--- src/hw/rtl/i2cms_pkg.sv ---
// Shared types and codes of the I2C master transfer sequencer.
// No dependencies; used by i2cms_step and the top level.
package i2cms_pkg;

    // Host commands
    typedef enum logic [1:0] {
        CMD_LOAD  = 2'd0,
        CMD_START = 2'd1,
        CMD_EVENT = 2'd2,
        CMD_READ  = 2'd3
    } cmd_t;

    // Bus status event codes
    localparam logic [3:0] EV_START      = 4'd0;
    localparam logic [3:0] EV_RESTART    = 4'd1;
    localparam logic [3:0] EV_ADDR_W_ACK = 4'd2;
    localparam logic [3:0] EV_DATA_W_ACK = 4'd3;
    localparam logic [3:0] EV_ADDR_R_ACK = 4'd4;
    localparam logic [3:0] EV_DATA_R_ACK = 4'd5;
    localparam logic [3:0] EV_DATA_R_NACK = 4'd6;
    localparam logic [3:0] EV_ARB_LOST   = 4'd7;
    localparam logic [3:0] EV_NACK       = 4'd8;

    // Error codes
    localparam logic [1:0] ERR_NONE = 2'd0;
    localparam logic [1:0] ERR_NACK = 2'd1;
    localparam logic [1:0] ERR_BUS  = 2'd2;

    localparam logic [2:0] PTR_MAX = 3'd7;

    // Sequencer state
    typedef struct packed {
        logic [2:0] length;
        logic [2:0] ptr;
        logic       active;
        logic       success;
        logic [1:0] err;
    } seq_state_t;

    // Per-beat buffer access and bus control
    typedef struct packed {
        logic       wr_en;
        logic [2:0] wr_pos;
        logic [2:0] rd_pos;
        logic       tx_load;
        logic       rd_load;
        logic       clear_flag;
        logic       send_ack;
        logic       send_start;
        logic       send_stop;
    } step_ctrl_t;

endpackage

--- src/hw/rtl/i2c_master_transfer_sequencer.sv ---
// Top level of the I2C master transfer sequencer: state, message buffer, result register.
// Depends on i2cms_pkg and i2cms_step.
//
//  channel | handshake            | payload
//  --------+----------------------+------------------------------------------------
//  in      | in_valid / in_ready  | command, index, data_in, length, event_req
//  out     | out_valid / out_ready| tx_byte, tx_valid, irq_enable, clear_flag,
//          |                      | send_ack, send_start, send_stop, busy_res,
//          |                      | done_ok, error_status, read_byte
//
// Each beat is decoded combinationally; its result appears in the result register
// on the next cycle, so one beat per cycle is sustained while out_ready is high.
// The buffer read for tx_byte / read_byte lands in the same register. in_ready
// drops only while a result is held with out_ready low. Reset clears the
// sequencer state and the result valid; buffer contents stay undefined until written.
module i2c_master_transfer_sequencer #(
    parameter int BUFFER_DEPTH = 4
) (
    input  logic       clk,
    input  logic       rst_n,
    input  logic       in_valid,
    output logic       in_ready,
    input  logic [1:0] command,
    input  logic [1:0] index,
    input  logic [7:0] data_in,
    input  logic [2:0] length,
    input  logic [3:0] event_req,
    output logic       out_valid,
    input  logic       out_ready,
    output logic [7:0] tx_byte,
    output logic       tx_valid,
    output logic       irq_enable,
    output logic       clear_flag,
    output logic       send_ack,
    output logic       send_start,
    output logic       send_stop,
    output logic       busy_res,
    output logic       done_ok,
    output logic [1:0] error_status,
    output logic [7:0] read_byte
);

    localparam int AW = (BUFFER_DEPTH > 1) ? $clog2(BUFFER_DEPTH) : 1;

    i2cms_pkg::seq_state_t state_reg;
    i2cms_pkg::seq_state_t state_next;
    i2cms_pkg::step_ctrl_t ctrl;

    logic [7:0]    mem [BUFFER_DEPTH];
    logic [7:0]    rd_data_reg;
    logic [8:0]    wr_ext;
    logic [8:0]    rd_ext;
    logic [AW-1:0] wr_addr;
    logic [AW-1:0] rd_addr;
    logic          wr_in_range;
    logic          rd_in_range;
    logic          accept;

    logic       out_valid_reg;
    logic       tx_valid_reg;
    logic       tx_show_reg;
    logic       rd_show_reg;
    logic       clear_flag_reg;
    logic       send_ack_reg;
    logic       send_start_reg;
    logic       send_stop_reg;
    logic       busy_reg;
    logic       done_reg;
    logic [1:0] err_reg;

    assign in_ready = !out_valid_reg || out_ready;
    assign accept   = in_valid && in_ready;

    i2cms_step u_step (
        .command    (command),
        .index      (index),
        .length     (length),
        .event_req  (event_req),
        .state      (state_reg),
        .state_next (state_next),
        .ctrl       (ctrl)
    );

    // Map buffer positions onto addresses and drop those beyond the buffer
    always_comb
    begin
        wr_ext      = 9'(ctrl.wr_pos);
        rd_ext      = 9'(ctrl.rd_pos);
        wr_addr     = wr_ext[AW-1:0];
        rd_addr     = rd_ext[AW-1:0];
        wr_in_range = wr_ext < 9'(BUFFER_DEPTH);
        rd_in_range = rd_ext < 9'(BUFFER_DEPTH);
    end

    // Write the message buffer and register its read data
    always_ff @(posedge clk)
    begin
        if (accept && ctrl.wr_en && wr_in_range)
        begin
            mem[wr_addr] <= data_in;
        end
        if (accept)
        begin
            rd_data_reg <= mem[rd_addr];
        end
    end

    // Advance the sequencer state on each accepted beat and track the result valid
    always_ff @(posedge clk or negedge rst_n)
    begin
        if (!rst_n)
        begin
            state_reg     <= '0;
            out_valid_reg <= 1'b0;
        end
        else
        begin
            if (accept)
            begin
                state_reg <= state_next;
            end
            if (accept)
            begin
                out_valid_reg <= 1'b1;
            end
            else if (out_ready)
            begin
                out_valid_reg <= 1'b0;
            end
        end
    end

    // Capture the result fields; hold them while the result is stalled
    always_ff @(posedge clk)
    begin
        if (accept)
        begin
            tx_valid_reg   <= ctrl.tx_load;
            tx_show_reg    <= ctrl.tx_load && rd_in_range;
            rd_show_reg    <= ctrl.rd_load && rd_in_range;
            clear_flag_reg <= ctrl.clear_flag;
            send_ack_reg   <= ctrl.send_ack;
            send_start_reg <= ctrl.send_start;
            send_stop_reg  <= ctrl.send_stop;
            busy_reg       <= state_next.active;
            done_reg       <= state_next.success;
            err_reg        <= state_next.err;
        end
    end

    // Drive the result beat
    assign out_valid    = out_valid_reg;
    assign tx_byte      = tx_show_reg ? rd_data_reg : 8'd0;
    assign read_byte    = rd_show_reg ? rd_data_reg : 8'd0;
    assign tx_valid     = tx_valid_reg;
    assign irq_enable   = busy_reg;
    assign busy_res     = busy_reg;
    assign clear_flag   = clear_flag_reg;
    assign send_ack     = send_ack_reg;
    assign send_start   = send_start_reg;
    assign send_stop    = send_stop_reg;
    assign done_ok      = done_reg;
    assign error_status = err_reg;

endmodule

--- src/hw/rtl/i2cms_step.sv ---
// Next-state and control decode for one command beat of the sequencer.
// Depends on i2cms_pkg.
module i2cms_step (
    input  logic [1:0]             command,
    input  logic [1:0]             index,
    input  logic [2:0]             length,
    input  logic [3:0]             event_req,
    input  i2cms_pkg::seq_state_t  state,
    output i2cms_pkg::seq_state_t  state_next,
    output i2cms_pkg::step_ctrl_t  ctrl
);

    logic [2:0] ptr_base;
    logic [2:0] ptr_inc;
    logic [2:0] ptr_rd_inc;

    // Pointer used by send events: start and restart rewind it
    always_comb
    begin
        ptr_base   = (event_req == i2cms_pkg::EV_START || event_req == i2cms_pkg::EV_RESTART)
                     ? 3'd0 : state.ptr;
        ptr_inc    = (ptr_base == i2cms_pkg::PTR_MAX) ? ptr_base : ptr_base + 3'd1;
        ptr_rd_inc = (state.ptr == i2cms_pkg::PTR_MAX) ? state.ptr : state.ptr + 3'd1;
    end

    // Decode the command and bus event
    always_comb
    begin
        state_next = state;
        ctrl       = '0;
        ctrl.wr_pos = {1'b0, index};
        ctrl.rd_pos = {1'b0, index};
        unique case (i2cms_pkg::cmd_t'(command))
            i2cms_pkg::CMD_LOAD:
            begin
                ctrl.wr_en = !state.active;
            end
            i2cms_pkg::CMD_START:
            begin
                if (!state.active)
                begin
                    state_next.length  = length;
                    state_next.success = 1'b0;
                    state_next.err     = i2cms_pkg::ERR_NONE;
                    state_next.active  = 1'b1;
                    ctrl.clear_flag    = 1'b1;
                    ctrl.send_start    = 1'b1;
                end
            end
            i2cms_pkg::CMD_READ:
            begin
                ctrl.rd_load = !state.active && state.success;
            end
            i2cms_pkg::CMD_EVENT:
            begin
                if (state.active)
                begin
                    case (event_req)
                        i2cms_pkg::EV_START, i2cms_pkg::EV_RESTART,
                        i2cms_pkg::EV_ADDR_W_ACK, i2cms_pkg::EV_DATA_W_ACK:
                        begin
                            state_next.ptr  = ptr_base;
                            ctrl.clear_flag = 1'b1;
                            if (ptr_base < state.length)
                            begin
                                ctrl.rd_pos    = ptr_base;
                                ctrl.tx_load   = 1'b1;
                                state_next.ptr = ptr_inc;
                            end
                            else
                            begin
                                state_next.success = 1'b1;
                                state_next.active  = 1'b0;
                                ctrl.send_stop     = 1'b1;
                            end
                        end
                        i2cms_pkg::EV_ADDR_R_ACK:
                        begin
                            ctrl.clear_flag = 1'b1;
                            ctrl.send_ack   = ({1'b0, state.ptr} + 4'd1) < {1'b0, state.length};
                        end
                        i2cms_pkg::EV_DATA_R_ACK:
                        begin
                            ctrl.wr_en      = 1'b1;
                            ctrl.wr_pos     = state.ptr;
                            state_next.ptr  = ptr_rd_inc;
                            ctrl.clear_flag = 1'b1;
                            ctrl.send_ack   = ({1'b0, ptr_rd_inc} + 4'd1) < {1'b0, state.length};
                        end
                        i2cms_pkg::EV_DATA_R_NACK:
                        begin
                            ctrl.wr_en         = 1'b1;
                            ctrl.wr_pos        = state.ptr;
                            state_next.success = 1'b1;
                            state_next.active  = 1'b0;
                            ctrl.clear_flag    = 1'b1;
                            ctrl.send_stop     = 1'b1;
                        end
                        i2cms_pkg::EV_ARB_LOST:
                        begin
                            ctrl.clear_flag = 1'b1;
                            ctrl.send_start = 1'b1;
                        end
                        i2cms_pkg::EV_NACK:
                        begin
                            state_next.err    = i2cms_pkg::ERR_NACK;
                            state_next.active = 1'b0;
                        end
                        default:
                        begin
                            // bus error and unknown codes
                            state_next.err    = i2cms_pkg::ERR_BUS;
                            state_next.active = 1'b0;
                        end
                    endcase
                end
            end
            default:
            begin
                state_next = state;
            end
        endcase
    end

endmodule

--- config.mk ---
export PLATFORM = sky130hd
export DESIGN_NAME = i2c_master_transfer_sequencer
export DESIGN_NICKNAME = d
export VERILOG_FILES = /design/src/hw/rtl/i2cms_pkg.sv /design/src/hw/rtl/i2c_master_transfer_sequencer.sv /design/src/hw/rtl/i2cms_step.sv
export SDC_FILE = /design/constraint.sdc
export NUM_CORES = 1
export LEC_CHECK = 0
export ABC_AREA = 1
export BUFFER_PORTS_ARGS = -buffer_cell sky130_fd_sc_hd__buf_2
export CAP_MARGIN = 20
export CORE_MARGIN = 2
export CORE_UTILIZATION = 45
export DETAILED_ROUTE_END_ITERATION = 6
export PLACE_DENSITY = 0.7
export SLEW_MARGIN = 0
export SYNTH_ARGS = -nofsm -noshare
export SYNTH_HDL_FRONTEND = slang
export SYNTH_HIERARCHICAL = 1
export SYNTH_SLANG_ARGS = --single-unit
--- constraint.sdc ---
create_clock -name clk -period 5.1 [get_ports clk]
set_input_delay 0.255 -clock clk [delete_from_list [all_inputs] [get_ports clk]]
set_output_delay 0.255 -clock clk [all_outputs]
set_load 0.005 [all_outputs]
==> results_dict.tcl <==
set metrics [dict create \
    core_region_area_mm2 0.00733 \
    timing.critical_path.from_type "flop" \
    placementRows 31 \
    worst_path_dominant_cell_family "adder cells" \
    critical_path_cell_count 11 \
    gr-usage-all-layers_pct 17.2 \
    routability_congestion_estimate_from_global_placement 0.924 \
    synth_top_family_by_area "simple AND/OR/NAND/NOR gates" \
    worstPathArrival_ns 2.79 \
    hold_violations 0 \
    number_of_sinks_driven_by_the_clock_tree 62 \
    final.setup.worst_slack_ns 2.47 \
    rrSetupSlack_ns 2.47 \
    warnings_synthesis 6 \
    max-clock-path-buffers 2 \
    final.fill_count 664 \
    grt_max_degree 20 \
    relative_contribution_of_the_clock_network_to_total_power_pct 30.4 \
    netlist_instances 397 \
    cts_resized 0 \
    stdcell_count 554 \
    synth_compound_area_share_pct 3.90 \
    synth_adder_area_share_pct 5.10 \
    report.final.slew_viol_count 0 \
    drt_drc_violations_left 0 \
    grt_pass1_wl_mm 11.2 \
    peakVddDrop_mv 0.135 \
    status "complete, no violations" \
    detail_route.first_pass.iterations 4 \
    hp-class "in -> reg" \
    tritoncts_clock_tree "yes" \
    fin_nets 487 \
    cp_num_buf_inv 1 \
    die_y_um 91.4 \
    tightestPinTransition_ns 0.718 \
    timing.final.crit_share_pct 51.5 \
    synth.lib_cells_used.distinct 36 \
    postLayoutCellArea_mm2 0.00394 \
    largest_reg_flops 32 \
    critPathKind "reg -> reg" \
    mappedNetlistArea_mm2 0.00344 \
    placed_cells 536 \
    clock_tree.root_cell "sky130_fd_sc_hd__clkbuf_8" \
    finalSetupTns_ns 0 \
    dp_hpwl_mm 5.08 \
    combinational_share_of_power_pct 21.9 \
    postCtsSetupRepairBufs 0 \
    post_synth_and_or_nand_nor_area_fraction_pct 25.2 \
    synthToLayoutAreaGrowth_pct 14.7 \
    max_slew_margin_pct 52.0 \
    synth_nets 434 \
    cts.reportedPaths.clkPinSlew_ns 0.08 \
    rsz0062_at_grt "false" \
    critical-path-slowest-cell "sky130_fd_sc_hd__dfrtp_1" \
    die-width_um 91.4 \
    synth_sequential_area_ratio_pct 52.6 \
    detail_route.wirelength_mm 6.85 \
    place_area_mm2 0.00374 \
    timing.max_cap.violations 0 \
    layout.cells.most_common "sky130_fd_sc_hd__nand2_1" \
    remaining_overflow_grt 0 \
    total_power_mw 1.30 \
    fin_worst_skew_ns 0.0140 \
    worst_r2r_path_depth 11 \
    period_minus_slack_ns 2.63 \
    clkLatencyLatePin_ns 0.35 \
    maxClockFrequency_mhz 381 \
    ff_latch_count_synth 62 \
    cp.required_ns 5.26 \
    timing.hold.ws_ns 0.127 \
    critical_path_peak_fanout 8 \
    power.leakage_nw 2.04 \
    worstSetupStartpoint "state_reg[4]$_DFFE_PN0P_" \
    critical_path.reg2reg.endpoint "send_ack$_DFFE_PP_" \
    placement.io_buffers 50 \
    p_sw_uw 420 \
    crit_top_cell "sky130_fd_sc_hd__ha_1" \
    crit_end_element "flop" \
    setup_viol 0 \
    power_per_cell_area_mw_per_mm2 329 \
    final_layout_size_suffix_gt1_share_pct 20.0 \
    mostFrequentLayoutCells "sky130_fd_sc_hd__nand2_1 (118), sky130_fd_sc_hd__inv_1 (86), sky130_fd_sc_hd__edfxtp_1 (51)" \
    slowest_delay_ns 0.51 \
    switching_share_pct 32.4 \
    synth.area.mux_share_pct 0.437 \
    tritoncts.num_buffers 9 \
    synth-xor-area-share_pct 0.510 \
    power.sequential.fraction_pct 47.7 \
    vias_in_the_first_global_route 2354 \
    post-place-ws_ns 2.17 \
    io-pin-count 51 \
    antenna_found_initial 0 \
    cts.hold.buffers_added 1 \
    cp-endpoint "send_ack$_DFFE_PP_" \
    syn-mean-instance-area_um2 8.65 \
    path_cells "ha_1 -> ha_1 -> o21ai_0 -> inv_1 -> ha_1 -> ha_1 -> o21ai_1 -> nand2_1 -> nand2_1 -> nand2_1 -> a21oi_1" \
    internal-power_uw 876 \
    drt_iter0_drc 232 \
    routed_wire_length_per_instance_um 12.4 \
    r2r_start "state_reg[4]$_DFFE_PN0P_" \
    cts-htree-levels 3 \
    insertedDiodeCount 0 \
    final_ant_viol_nets 0 \
    final_core_utilization_pct 53.8 \
    effective_utilization_at_floorplan_pct 46.9 \
    vias_post_dr 2613 \
    routed_via_density 4.72 \
    die_area_mm2 0.00835 \
]
[logic make-up (layout without fill, tap and decap cells)]
logic type / count (synthesis) / in the layout
and+or+nand+nor: 192 / 192
buffers and inverters: 102 / 160
muxes: 1 / 1
AOI/OAI and AO/OA: 24 / 24
DFF: 62 / 62
adders and majority gates: 14 / 14
xor gates and xnor gates: 2 / 2
[cell type report]
class | count | area (um^2) | share of cell area (%)
tap | 99 | 124 | 3.14
timing repair buffer | 52 | 268 | 6.79
inverter | 92 | 353 | 8.95
sequential | 62 | 1810 | 45.8
multi-input combinational | 233 | 1210 | 30.7
clock buffer | 9 | 124 | 3.14
clock inverter | 7 | 57.6 | 1.46
[power by group through the flow]
stage | Sequential, mW | Combinational (mW) | Clock, mW
after global routing | 0.623 | 0.331 | 0.422
after floorplan | 0.621 | 0.211 | 0
final | 0.618 | 0.284 | 0.394
after CTS | 0.618 | 0.283 | 0.401
after global placement | 0.628 | 0.274 | 0
after detailed placement | 0.629 | 0.280 | 0
[per-layer routing]
layer	GRT usage, %	wire, um
met5	0	0
met4	7.32	108
met3	3.32	391
met2	25.9	3010
met1	24.2	3340
[worst min path at each step]
stage,start,to,slack [ns],cells past startpoint
2_1_floorplan,rst_n,out_valid$_DFFE_PN0P_,-0.04,0
4_1_cts,data_in[7],mem[0][7]$_DFFE_PP_,0.11,1
3_3_place_gp,rst_n,state_reg[7]$_DFFE_PN0P_,0.15,1
6_report,data_in[7],mem[0][7]$_DFFE_PP_,0.13,1
5_1_grt,data_in[7],mem[1][7]$_DFFE_PP_,0.11,1
3_5_place_dp,rst_n,state_reg[7]$_DFFE_PN0P_,0.16,1
[cell usage after synthesis]
master | count | area share, %
sky130_fd_sc_hd__nand4_1 | 3 | 0.55
sky130_fd_sc_hd__nor3_2 | 1 | 0.29
sky130_fd_sc_hd__nand3_4 | 1 | 0.51
sky130_fd_sc_hd__a21oi_1 | 4 | 0.58
sky130_fd_sc_hd__a21oi_2 | 1 | 0.25
sky130_fd_sc_hd__a22oi_1 | 1 | 0.22
sky130_fd_sc_hd__nand2_4 | 3 | 0.98
sky130_fd_sc_hd__inv_2 | 3 | 0.33
sky130_fd_sc_hd__inv_1 | 86 | 9.4
sky130_fd_sc_hd__edfxtp_1 | 51 | 45
sky130_fd_sc_hd__o211ai_1 | 2 | 0.44
sky130_fd_sc_hd__buf_2 | 3 | 0.44
sky130_fd_sc_hd__o21ai_1 | 4 | 0.58
sky130_fd_sc_hd__clkinv_4 | 1 | 0.25
sky130_fd_sc_hd__nor2_1 | 15 | 1.6
sky130_fd_sc_hd__nand2_1 | 118 | 13
sky130_fd_sc_hd__and2_4 | 1 | 0.25
sky130_fd_sc_hd__mux2_4 | 1 | 0.44
sky130_fd_sc_hd__nor2_2 | 3 | 0.55
sky130_fd_sc_hd__clkinv_1 | 1 | 0.11
sky130_fd_sc_hd__dfrtp_1 | 11 | 8.0
sky130_fd_sc_hd__xor2_1 | 1 | 0.25
sky130_fd_sc_hd__o22ai_1 | 2 | 0.36
sky130_fd_sc_hd__nand3_2 | 2 | 0.58
sky130_fd_sc_hd__nor3_1 | 1 | 0.15
sky130_fd_sc_hd__buf_4 | 3 | 0.66
sky130_fd_sc_hd__o21ai_0 | 10 | 1.5
sky130_fd_sc_hd__inv_4 | 1 | 0.18
sky130_fd_sc_hd__xnor2_1 | 1 | 0.25
sky130_fd_sc_hd__ha_1 | 14 | 5.1
sky130_fd_sc_hd__nand2_2 | 5 | 0.91
sky130_fd_sc_hd__nand3_1 | 37 | 5.4
sky130_fd_sc_hd__buf_6 | 2 | 0.66
sky130_fd_sc_hd__nor4_1 | 1 | 0.18
sky130_fd_sc_hd__nand4_2 | 1 | 0.36
sky130_fd_sc_hd__clkbuf_1 | 2 | 0.22
(Power assumes the default switching activity.)
